**config.mk**
```make
export PLATFORM = sky130hd
export DESIGN_NAME = lfu_cache_policy
export DESIGN_NICKNAME = d
export VERILOG_FILES = /design/src/hdl/lfu_pkg.sv /design/src/hdl/lfu_ram.sv /design/src/hdl/lfu_cache_policy.sv
export SDC_FILE = /design/constraint.sdc
export NUM_CORES = 2
export LEC_CHECK = 0
export ABC_CLOCK_PERIOD_IN_PS = 34100
export CAP_MARGIN = 20
export CORE_ASPECT_RATIO = 1.75
export CORE_MARGIN = 1
export CORE_UTILIZATION = 30
export DETAILED_ROUTE_END_ITERATION = 8
export DONT_BUFFER_PORTS = 1
export PLACE_DENSITY_LB_ADDON = 0.15
export SKIP_LAST_GASP = 1
export SLEW_MARGIN = 15
export SYNTH_ARGS = -nofsm -noshare
export SYNTH_HDL_FRONTEND = slang
export SYNTH_SLANG_ARGS = --single-unit
```
**constraint.sdc**
```tcl
create_clock -name clock -period 34.1 [get_ports clock]
set_input_delay 6.82 -clock clock [delete_from_list [all_inputs] [get_ports clock]]
set_output_delay 6.82 -clock clock [all_outputs]
set_load 0.005 [all_outputs]
```
**src/hdl/lfu_pkg.sv**
```systemverilog
package lfu_pkg;
   localparam int unsigned KEY_BITS = 32;
   localparam int unsigned VAL_BITS = 32;
   localparam int unsigned CAP_BITS = 5;
   localparam logic        FUNC_GET = 1'b0;
   localparam logic        FUNC_PUT = 1'b1;

   typedef enum logic [3:0] {
      ST_IDLE,
      ST_SCAN,
      ST_UPDATE,
      ST_RESP
   } state_type;
endpackage

```
**src/hdl/lfu_ram.sv**
```systemverilog
module lfu_ram #(
   parameter int WIDTH = 8,
   parameter int DEPTH = 16
) (
   input  logic                     clock,
   input  logic                     wr_en,
   input  logic [$clog2(DEPTH)-1:0] wr_addr,
   input  logic [WIDTH-1:0]         wr_data,
   input  logic [$clog2(DEPTH)-1:0] rd_addr,
   output logic [WIDTH-1:0]         rd_data
);
   logic [WIDTH-1:0] mem [DEPTH];

   always_ff @(posedge clock) begin
      if (wr_en) begin
         mem[wr_addr] <= wr_data;
      end
      rd_data <= mem[rd_addr];
   end
endmodule

```
**src/hdl/lfu_cache_policy.sv**
```systemverilog
// LFU cache policy engine: a key-value store of ENTRIES entries with
// least-frequently-used replacement, ties among the lowest use count going to
// the least recently used entry. Each request transfer (func 0 get, 1 put)
// yields one response transfer: found says whether the key was present, and
// read_value carries the stored value on a get hit and zero otherwise.
// Key, value, use count and recency rank of every entry live in one
// synchronous RAM with one read port; the engine works one request at a time.
// A request goes through the steps in order: the request is accepted, one
// pass over the RAM finds the hit, the victim and the first free slot, one
// read-modify-write pass rewrites ranks, counts and the written entry, then
// the response is offered until it is taken. The response register frees
// the request side once the response has been taken.
module lfu_cache_policy
   import lfu_pkg::*;
#(
   parameter int ENTRIES    = 16,
   parameter int COUNT_BITS = 16
) (
   input  logic        clock,
   input  logic        reset,
   input  logic        csr_wr_en,
   input  logic [4:0]  csr_wr_data,   // capacity_limit
   input  logic        req_tvalid,
   output logic        req_tready,
   input  logic [63:0] req_tdata,     // key[31:0], value[63:32]
   input  logic        req_tuser,     // func
   output logic        rsp_tvalid,
   input  logic        rsp_tready,
   output logic [39:0] rsp_tdata      // found[0], read_value[32:1], zero fill
);
   localparam int IDX_BITS  = (ENTRIES > 1) ? $clog2(ENTRIES) : 1;
   localparam int CNT_BITS  = $clog2(ENTRIES + 1);
   localparam int WORD_BITS = KEY_BITS + VAL_BITS + COUNT_BITS + IDX_BITS;
   localparam logic [COUNT_BITS-1:0] COUNT_MAX = '1;

   typedef struct packed {
      logic [KEY_BITS-1:0]   key;
      logic [VAL_BITS-1:0]   value;
      logic [COUNT_BITS-1:0] count;
      logic [IDX_BITS-1:0]   rank;
   } word_type;

   state_type state_ff, state_in;

   logic [CAP_BITS-1:0]   cap_ff;
   logic [ENTRIES-1:0]    valid_ff, valid_in;
   logic [CNT_BITS-1:0]   occ_ff, occ_in;
   logic [IDX_BITS:0]     idx_ff, idx_in;      // pass position, wide enough for ENTRIES
   logic                  rd_lag_ff, rd_lag_in; // a read is in flight
   logic [IDX_BITS-1:0]   lag_idx_ff, lag_idx_in;

   logic                  func_ff;
   logic [KEY_BITS-1:0]   key_ff;
   logic [VAL_BITS-1:0]   val_ff;

   logic                  hit_ff, hit_in;
   logic [IDX_BITS-1:0]   hit_idx_ff, hit_idx_in;
   logic [IDX_BITS-1:0]   hit_rank_ff, hit_rank_in;
   logic                  vic_ok_ff, vic_ok_in;
   logic [IDX_BITS-1:0]   vic_idx_ff, vic_idx_in;
   logic [COUNT_BITS-1:0] vic_cnt_ff, vic_cnt_in;
   logic [IDX_BITS-1:0]   vic_rank_ff, vic_rank_in;
   logic                  free_ok_ff, free_ok_in;
   logic [IDX_BITS-1:0]   free_idx_ff, free_idx_in;
   logic [VAL_BITS-1:0]   rv_ff, rv_in;

   logic                  we;
   logic [IDX_BITS-1:0]   wa, ra;
   word_type              wd, rd;

   logic [CNT_BITS-1:0]   cap_eff;
   logic                  do_insert, do_evict, do_touch, doing;
   logic [IDX_BITS-1:0]   ins_idx, lag_i;
   logic [ENTRIES-1:0]    valid_mid;

   lfu_ram #(.WIDTH(WORD_BITS), .DEPTH(1 << IDX_BITS)) u_ram (
      .clock  (clock),
      .wr_en  (we),
      .wr_addr(wa),
      .wr_data(wd),
      .rd_addr(ra),
      .rd_data(rd)
   );

   // clamp capacity to ENTRIES
   always_comb begin
      if (32'(cap_ff) > 32'(ENTRIES)) begin
         cap_eff = CNT_BITS'(ENTRIES);
      end else begin
         cap_eff = CNT_BITS'(cap_ff);
      end
   end

   // decisions valid after the scan pass
   always_comb begin
      doing     = (func_ff == FUNC_GET) || (cap_eff != '0);
      do_touch  = hit_ff && doing;
      do_evict  = (func_ff == FUNC_PUT) && (cap_eff != '0) && !hit_ff
                  && (32'(occ_ff) >= 32'(cap_eff)) && vic_ok_ff;
      do_insert = (func_ff == FUNC_PUT) && (cap_eff != '0) && !hit_ff
                  && (free_ok_ff || do_evict);
      ins_idx   = free_ok_ff ? free_idx_ff : vic_idx_ff;
      valid_mid = valid_ff;
      if (do_evict) begin
         valid_mid[vic_idx_ff] = 1'b0;
      end
      if (do_insert && !free_ok_ff) begin
         ins_idx = vic_idx_ff;
      end
      // the new key takes the lowest free slot after the eviction, so the
      // victim slot wins when it lies below the first free one
      if (do_insert && do_evict && free_ok_ff && (vic_idx_ff < free_idx_ff)) begin
         ins_idx = vic_idx_ff;
      end
   end

   assign lag_i = lag_idx_ff;

   // next state
   always_comb begin
      state_in = state_ff;
      unique case (state_ff)
         ST_IDLE: begin
            if (req_tvalid) begin
               state_in = ST_SCAN;
            end
         end
         ST_SCAN: begin
            if (!rd_lag_ff && (32'(idx_ff) >= ENTRIES) && idx_ff != '0) begin
               state_in = ST_UPDATE;
            end
         end
         ST_UPDATE: begin
            if (!rd_lag_ff && (32'(idx_ff) >= ENTRIES) && idx_ff != '0) begin
               state_in = ST_RESP;
            end
         end
         ST_RESP: begin
            if (rsp_tready) begin
               state_in = ST_IDLE;
            end
         end
         default: state_in = ST_IDLE;
      endcase
   end

   // datapath and outputs
   always_comb begin
      logic live;
      live        = 1'b0;
      req_tready  = (state_ff == ST_IDLE);
      rsp_tvalid  = (state_ff == ST_RESP);
      rsp_tdata   = {7'd0, rv_ff, hit_ff};
      idx_in      = idx_ff;
      rd_lag_in   = 1'b0;
      lag_idx_in  = lag_idx_ff;
      hit_in      = hit_ff;
      hit_idx_in  = hit_idx_ff;
      hit_rank_in = hit_rank_ff;
      vic_ok_in   = vic_ok_ff;
      vic_idx_in  = vic_idx_ff;
      vic_cnt_in  = vic_cnt_ff;
      vic_rank_in = vic_rank_ff;
      free_ok_in  = free_ok_ff;
      free_idx_in = free_idx_ff;
      rv_in       = rv_ff;
      valid_in    = valid_ff;
      occ_in      = occ_ff;
      ra          = idx_ff[IDX_BITS-1:0];
      we          = 1'b0;
      wa          = lag_i;
      wd          = rd;
      unique case (state_ff)
         ST_IDLE: begin
            idx_in     = '0;
            hit_in     = 1'b0;
            vic_ok_in  = 1'b0;
            free_ok_in = 1'b0;
            rv_in      = '0;
         end
         ST_SCAN: begin
            // issue reads, then examine the word that came back
            if (32'(idx_ff) < ENTRIES) begin
               rd_lag_in  = 1'b1;
               lag_idx_in = idx_ff[IDX_BITS-1:0];
               idx_in     = idx_ff + 1'b1;
            end
            if (rd_lag_ff) begin
               live = valid_ff[lag_i];
               if (!live && !free_ok_in) begin
                  free_ok_in  = 1'b1;
                  free_idx_in = lag_i;
               end
               if (live && rd.key == key_ff && !hit_ff) begin
                  hit_in      = 1'b1;
                  hit_idx_in  = lag_i;
                  hit_rank_in = rd.rank;
                  rv_in       = (func_ff == FUNC_GET) ? rd.value : '0;
               end
               if (live && (!vic_ok_ff || rd.count < vic_cnt_ff
                      || (rd.count == vic_cnt_ff && rd.rank > vic_rank_ff))) begin
                  vic_ok_in   = 1'b1;
                  vic_idx_in  = lag_i;
                  vic_cnt_in  = rd.count;
                  vic_rank_in = rd.rank;
               end
            end
            if (state_in == ST_UPDATE) begin
               idx_in = '0;
            end
         end
         ST_UPDATE: begin
            if (32'(idx_ff) < ENTRIES) begin
               rd_lag_in  = 1'b1;
               lag_idx_in = idx_ff[IDX_BITS-1:0];
               idx_in     = idx_ff + 1'b1;
            end
            if (rd_lag_ff) begin
               wd = rd;
               we = 1'b0;
               if (do_touch) begin
                  if (lag_i == hit_idx_ff) begin
                     we      = 1'b1;
                     wd.rank = '0;
                     if (rd.count != COUNT_MAX) begin
                        wd.count = rd.count + 1'b1;
                     end
                     if (func_ff == FUNC_PUT) begin
                        wd.value = val_ff;
                     end
                  end else if (valid_ff[lag_i] && rd.rank < hit_rank_ff) begin
                     we      = 1'b1;
                     wd.rank = rd.rank + 1'b1;
                  end
               end else if (do_insert) begin
                  if (lag_i == ins_idx) begin
                     we       = 1'b1;
                     wd.key   = key_ff;
                     wd.value = val_ff;
                     wd.count = COUNT_BITS'(1);
                     wd.rank  = '0;
                  end else if (valid_mid[lag_i]) begin
                     we      = 1'b1;
                     wd.rank = rd.rank + 1'b1;
                     if (do_evict && rd.rank > vic_rank_ff) begin
                        wd.rank = rd.rank;
                     end
                  end
               end
            end
            if (state_in == ST_RESP) begin
               valid_in = valid_mid;
               if (do_insert) begin
                  valid_in[ins_idx] = 1'b1;
                  if (!do_evict) begin
                     occ_in = occ_ff + 1'b1;
                  end
               end
            end
         end
         ST_RESP: begin
         end
         default: begin
         end
      endcase
   end

   always_ff @(posedge clock) begin
      if (reset) begin
         state_ff  <= ST_IDLE;
         cap_ff    <= CAP_BITS'(16);
         valid_ff  <= '0;
         occ_ff    <= '0;
         rd_lag_ff <= 1'b0;
      end else begin
         state_ff  <= state_in;
         valid_ff  <= valid_in;
         occ_ff    <= occ_in;
         rd_lag_ff <= rd_lag_in;
         if (csr_wr_en) begin
            cap_ff <= csr_wr_data;
         end
      end
   end

   always_ff @(posedge clock) begin
      idx_ff      <= idx_in;
      lag_idx_ff  <= lag_idx_in;
      hit_ff      <= hit_in;
      hit_idx_ff  <= hit_idx_in;
      hit_rank_ff <= hit_rank_in;
      vic_ok_ff   <= vic_ok_in;
      vic_idx_ff  <= vic_idx_in;
      vic_cnt_ff  <= vic_cnt_in;
      vic_rank_ff <= vic_rank_in;
      free_ok_ff  <= free_ok_in;
      free_idx_ff <= free_idx_in;
      rv_ff       <= rv_in;
      if (req_tvalid && req_tready) begin
         func_ff <= req_tuser;
         key_ff  <= req_tdata[31:0];
         val_ff  <= req_tdata[63:32];
      end
   end
endmodule

```
==> metrics.txt <==
# TYPE chip_impl_metric gauge
chip_impl_info{name="worstSetupStartpointType",value="flip-flop"} 1
chip_impl_metric{name="clock_latency",unit="ps"} 820
chip_impl_metric{name="fraction_of_power_spent_switching_nets",unit="%"} 20.2
chip_impl_metric{name="timing.max_slew.rel_slack",unit="%"} 19.5
chip_impl_metric{name="fin_crit",unit="ps"} 8900
chip_impl_info{name="rr_startpoint",value="idx_ff[0]"} 1
chip_impl_metric{name="synthesis.instances",unit=""} 2813
chip_impl_metric{name="static-leakage-power",unit="µW"} 0.0193
chip_impl_metric{name="power.switching",unit="µW"} 812
chip_impl_metric{name="row_count",unit=""} 219
chip_impl_metric{name="cts.path.max_buffers",unit=""} 4
chip_impl_metric{name="critPathMaxFanout",unit=""} 8
chip_impl_info{name="clockRootBuffer",value="sky130_fd_sc_hd__clkbuf_16"} 1
chip_impl_info{name="worst_hold_startpoint",value="valid_ff[15]"} 1
chip_impl_metric{name="die_area",unit="µm²"} 207000
chip_impl_metric{name="cp.buffers_inverters",unit=""} 0
chip_impl_metric{name="detail_route.vias_per_cell",unit=""} 4.95
chip_impl_metric{name="floorplan.core_area",unit="µm²"} 204000
chip_impl_info{name="timing.setup.critical_path_class",value="flip-flop to primary output"} 1
chip_impl_metric{name="firstDrtPassIters",unit=""} 5
chip_impl_metric{name="detail_route.iter0.violations",unit=""} 1888
chip_impl_metric{name="maxSlewViolCount",unit=""} 0
chip_impl_metric{name="num_vias",unit=""} 28100
chip_impl_metric{name="place.detailed.instances",unit=""} 5392
chip_impl_metric{name="wl",unit="µm"} 154000
chip_impl_metric{name="setup_viol_count_final",unit=""} 0
chip_impl_metric{name="chipWidth",unit="µm"} 344
chip_impl_metric{name="power_frac_clock",unit="%"} 44.3
chip_impl_metric{name="gr-total-overflow",unit=""} 0
chip_impl_metric{name="instances_no_fill",unit=""} 5684
chip_impl_metric{name="ys_seq_elements",unit=""} 1604
chip_impl_metric{name="synth.cell_area",unit="µm²"} 61500
chip_impl_metric{name="cts_made_buffers",unit=""} 165
chip_impl_metric{name="timing.setup.tns",unit="ps"} 0
chip_impl_metric{name="sequential_share_of_the_synthesized_area",unit="%"} 76.4
chip_impl_info{name="worstSetupEndpointType",value="primary output"} 1
chip_impl_metric{name="comb_power_share",unit="%"} 2.0
chip_impl_metric{name="first_global_vias",unit=""} 31100
chip_impl_metric{name="hold_slack",unit="ps"} 506
chip_impl_metric{name="cts_max_level",unit=""} 4
chip_impl_metric{name="globalplace.congestion",unit=""} 0.752
chip_impl_info{name="min_to",value="valid_ff[15]"} 1
chip_impl_metric{name="grt_start_max_net_pins",unit=""} 147
chip_impl_metric{name="worst_ir_drop_vdd",unit="mV"} 0.0405
chip_impl_info{name="tritoncts_clock_tree",value="built"} 1
chip_impl_metric{name="worst_clock_skew",unit="ps"} 46.2
chip_impl_metric{name="arrival_time_at_the_worst_endpoint",unit="ps"} 2080
chip_impl_metric{name="grt_antenna_before_repair",unit=""} 4
chip_impl_metric{name="syn2layout_area_growth",unit="%"} 14.2
chip_impl_metric{name="proportion_of_layout_cells_with_a_drive_suffix_above_1",unit="%"} 26.6
chip_impl_info{name="grt_setup_unrepaired",value="no"} 1
chip_impl_info{name="worstPathCellList",value="or2_2 > nor3_1"} 1
chip_impl_metric{name="final_hold_viol_count",unit=""} 0
chip_impl_info{name="postSynth.topFlopCell",value="sky130_fd_sc_hd__edfxtp_1"} 1
chip_impl_metric{name="worstMarginPinSlew",unit="ps"} 1200
chip_impl_metric{name="required_arrival_time_at_the_worst_endpoint",unit="ps"} 27280
chip_impl_metric{name="number_of_distinct_library_cell_variants_in_the_gate_level_netlist_after_synthesis",unit=""} 63
chip_impl_metric{name="synth_async_sr_flop_share",unit="%"} 0
chip_impl_metric{name="postCtsSetupRepairBufs",unit=""} 0
chip_impl_metric{name="drv.max_cap_violation_count",unit=""} 0
chip_impl_metric{name="synth_edf_count",unit=""} 1489
chip_impl_metric{name="dpl-instance-area",unit="µm²"} 65100
chip_impl_metric{name="worstRegToRegCells",unit=""} 8
chip_impl_metric{name="final.period_utilization",unit="%"} 26.1
chip_impl_metric{name="ys.warnings.count",unit=""} 0
chip_impl_metric{name="ctsHoldBuffers",unit=""} 0
chip_impl_metric{name="flop_pwr_share",unit="%"} 53.7
chip_impl_info{name="timing.critical_path.slowest_stage_cell",value="sky130_fd_sc_hd__nor3_1"} 1
chip_impl_metric{name="pin_count",unit=""} 117
chip_impl_metric{name="postSynthAreaPerCell",unit="µm²"} 21.9
chip_impl_metric{name="nNetsFinal",unit=""} 3018
chip_impl_metric{name="clk_pin_slew_worst_paths",unit="ps"} 70
chip_impl_metric{name="chipHeight",unit="µm"} 601
chip_impl_metric{name="drtAntennaViolNets",unit=""} 0
chip_impl_info{name="worst_path_dominant_cell_family",value="simple AND/OR/NAND/NOR gates"} 1
chip_impl_metric{name="final_cell_area",unit="µm²"} 70300
chip_impl_metric{name="min_delay_path_depth",unit=""} 2
chip_impl_metric{name="first_pass_grt_wire_length",unit="µm"} 221000
chip_impl_metric{name="wl_per_cell",unit="µm"} 27.1
chip_impl_metric{name="post_cts.resized_instances",unit=""} 0
chip_impl_metric{name="place_hpwl",unit="µm"} 73100
chip_impl_metric{name="p_int",unit="µW"} 3200
chip_impl_metric{name="clock-sinks",unit=""} 1604
chip_impl_metric{name="rrSetupSlack",unit="ps"} 27560
chip_impl_metric{name="track_usage",unit="%"} 14.9
chip_impl_info{name="worstHoldPathType",value="flip-flop to flip-flop"} 1
chip_impl_metric{name="pwr_density_cell",unit="nW/µm²"} 57.1
chip_impl_metric{name="max_clock_freq",unit="MHz"} 112
chip_impl_metric{name="portBuffers",unit=""} 0
chip_impl_metric{name="slowest_delay",unit="ps"} 590
chip_impl_info{name="worst_r2r_endpoint",value="u_ram.rd_data[46]"} 1
chip_impl_info{name="outcome",value="finished, final reports clean"} 1
chip_impl_metric{name="drc_errors",unit=""} 0
chip_impl_metric{name="start_util",unit="%"} 30.2
==> synthesized netlist by cell type (5+ instances only) <==
library cell	number	area [µm²]
sky130_fd_sc_hd__edfxtp_1	1489	44700
sky130_fd_sc_hd__mux4_2	426	9590
sky130_fd_sc_hd__dfxtp_1	115	2300
sky130_fd_sc_hd__nand2_1	75	282
sky130_fd_sc_hd__clkbuf_1	73	274
sky130_fd_sc_hd__mux2_2	62	698
sky130_fd_sc_hd__nor2_1	49	184
sky130_fd_sc_hd__o21ai_0	49	245
sky130_fd_sc_hd__a21oi_1	47	235
sky130_fd_sc_hd__buf_1	38	143
sky130_fd_sc_hd__inv_1	38	143
sky130_fd_sc_hd__and2_1	35	219
sky130_fd_sc_hd__ha_1	35	438
sky130_fd_sc_hd__nor4_1	27	169
sky130_fd_sc_hd__xor2_1	26	228
sky130_fd_sc_hd__xnor2_1	25	219
sky130_fd_sc_hd__nand3_1	18	90.1
sky130_fd_sc_hd__nand4_1	17	106
sky130_fd_sc_hd__nor3_1	15	75.1
sky130_fd_sc_hd__nor2b_1	14	87.6
sky130_fd_sc_hd__buf_4	12	90.1
sky130_fd_sc_hd__buf_2	11	55.1
sky130_fd_sc_hd__mux2i_1	11	110
sky130_fd_sc_hd__nand2b_1	10	62.6
sky130_fd_sc_hd__a31oi_1	9	56.3
sky130_fd_sc_hd__mux2_1	9	101
sky130_fd_sc_hd__o21a_1	7	52.6
sky130_fd_sc_hd__and3_1	6	37.5
sky130_fd_sc_hd__a21o_1	5	37.5
sky130_fd_sc_hd__or2_2	5	31.3
==> cell usage in the layout, fill, tap and decap left out, types with 6 or more instances in the layout <==
cell,count
sky130_fd_sc_hd__a21oi_1,46
sky130_fd_sc_hd__a31oi_1,9
sky130_fd_sc_hd__and2_1,34
sky130_fd_sc_hd__and3_1,6
sky130_fd_sc_hd__buf_12,18
sky130_fd_sc_hd__buf_4,35
sky130_fd_sc_hd__bufinv_16,13
sky130_fd_sc_hd__clkbuf_1,40
sky130_fd_sc_hd__clkbuf_16,167
sky130_fd_sc_hd__clkbuf_8,11
sky130_fd_sc_hd__clkinv_1,19
sky130_fd_sc_hd__clkinv_2,21
sky130_fd_sc_hd__clkinvlp_4,7
sky130_fd_sc_hd__conb_1,9
sky130_fd_sc_hd__dfxtp_1,115
sky130_fd_sc_hd__edfxtp_1,1489
sky130_fd_sc_hd__ha_1,35
sky130_fd_sc_hd__inv_1,38
sky130_fd_sc_hd__mux2_1,9
sky130_fd_sc_hd__mux2_2,62
sky130_fd_sc_hd__mux2i_1,11
sky130_fd_sc_hd__mux4_2,426
sky130_fd_sc_hd__nand2_1,74
sky130_fd_sc_hd__nand2b_1,10
sky130_fd_sc_hd__nand3_1,18
sky130_fd_sc_hd__nand4_1,17
sky130_fd_sc_hd__nor2_1,49
sky130_fd_sc_hd__nor2b_1,14
sky130_fd_sc_hd__nor3_1,13
sky130_fd_sc_hd__nor4_1,11
sky130_fd_sc_hd__nor4_2,17
sky130_fd_sc_hd__o21a_1,7
sky130_fd_sc_hd__o21ai_0,49
sky130_fd_sc_hd__xnor2_1,25
sky130_fd_sc_hd__xor2_1,26
==> power by group through the flow <==
stage / Clock (µW) / Combinational (µW) / Sequential, µW
4_1_cts: 1840 / 83.1 / 2160
6_report: 1780 / 80.9 / 2160
5_1_grt: 1900 / 88.6 / 2160
3_3_place_gp: 0 / 79.7 / 2200
2_1_floorplan: 0 / 58.2 / 2190
3_5_place_dp: 0 / 82.9 / 2200
==> area by class of cell <==
class | instances | area (µm²)
Multi-Input combinational cell | 1044 | 14000
Antenna cell | 2 | 5.00
Clock buffer | 218 | 4480
Clock inverter | 71 | 717
Sequential cell | 1604 | 47000
Tap cell | 2652 | 3320
Inverter | 38 | 143
Timing Repair Buffer | 55 | 662
Fill cell | 18800 | 133000
==> stage by stage <==
step           setup slack (ps)  total power [µW]  utilization, %
6_report                  25200              4020            34.5
5_1_grt                   25050              4140            34.5
4_1_cts                   25130              4080            34.5
3_5_place_dp              25570              2280            32.0
3_3_place_gp              25630              2280            32.0
2_1_floorplan             23280              2250               -
==> tightest hold or removal path, stage by stage (launching register included) <==
cell,delay (ps)
sky130_fd_sc_hd__dfxtp_1,330
sky130_fd_sc_hd__o21ai_0,80
sky130_fd_sc_hd__a21oi_1,60
==> logic make-up after synthesis <==
group	after synthesis	share of synthesized area (%)
flip-flops	1604	76.4
AND/OR/NAND/NOR	284	2.34
other	1	0.00609
multiplexers	508	17.1
buffers and inverters	173	1.16
XOR/XNOR	51	0.726
AO/OA/AOI/OAI	157	1.57
adder cells (fa/ha/maj)	35	0.712
==> sequential cells by signal (all words and copies together), names as in the netlist, 4 cells and up <==
signal         count
vic_rank_ff        4
free_idx_ff        4
occ_ff             5
vic_idx_ff         4
rv_ff             32
u_ram.rd_data     84
lag_i              4
cap_ff             5
val_ff            32
vic_cnt_ff        16
state_ff           4
valid_ff          16
idx_ff             5
u_ram.mem       1344
hit_idx_ff         4
hit_rank_ff        4
key_ff            32
==> metal layers <==
layer	vias up	wire (µm)	GRT usage, %
met2	635	79900	26.2
met4	0	4000	4.47
met5	-	0	0
met1	15400	64300	19.0
met3	235	5610	1.94
li1	11900	-	-
==> worst max path at each step <==
stage,from,end,slack [ps],depth (start not counted)
2_1_floorplan,cap_ff[4],u_ram.mem[10][0],23280,12
3_3_place_gp,req_tvalid,key_ff[18],25630,2
3_5_place_dp,req_tvalid,key_ff[18],25570,2
4_1_cts,state_ff[3],req_tready,25130,2
5_1_grt,state_ff[3],req_tready,25050,2
6_report,state_ff[3],req_tready,25200,2
Note: power is estimated with default switching activity, not from simulation.
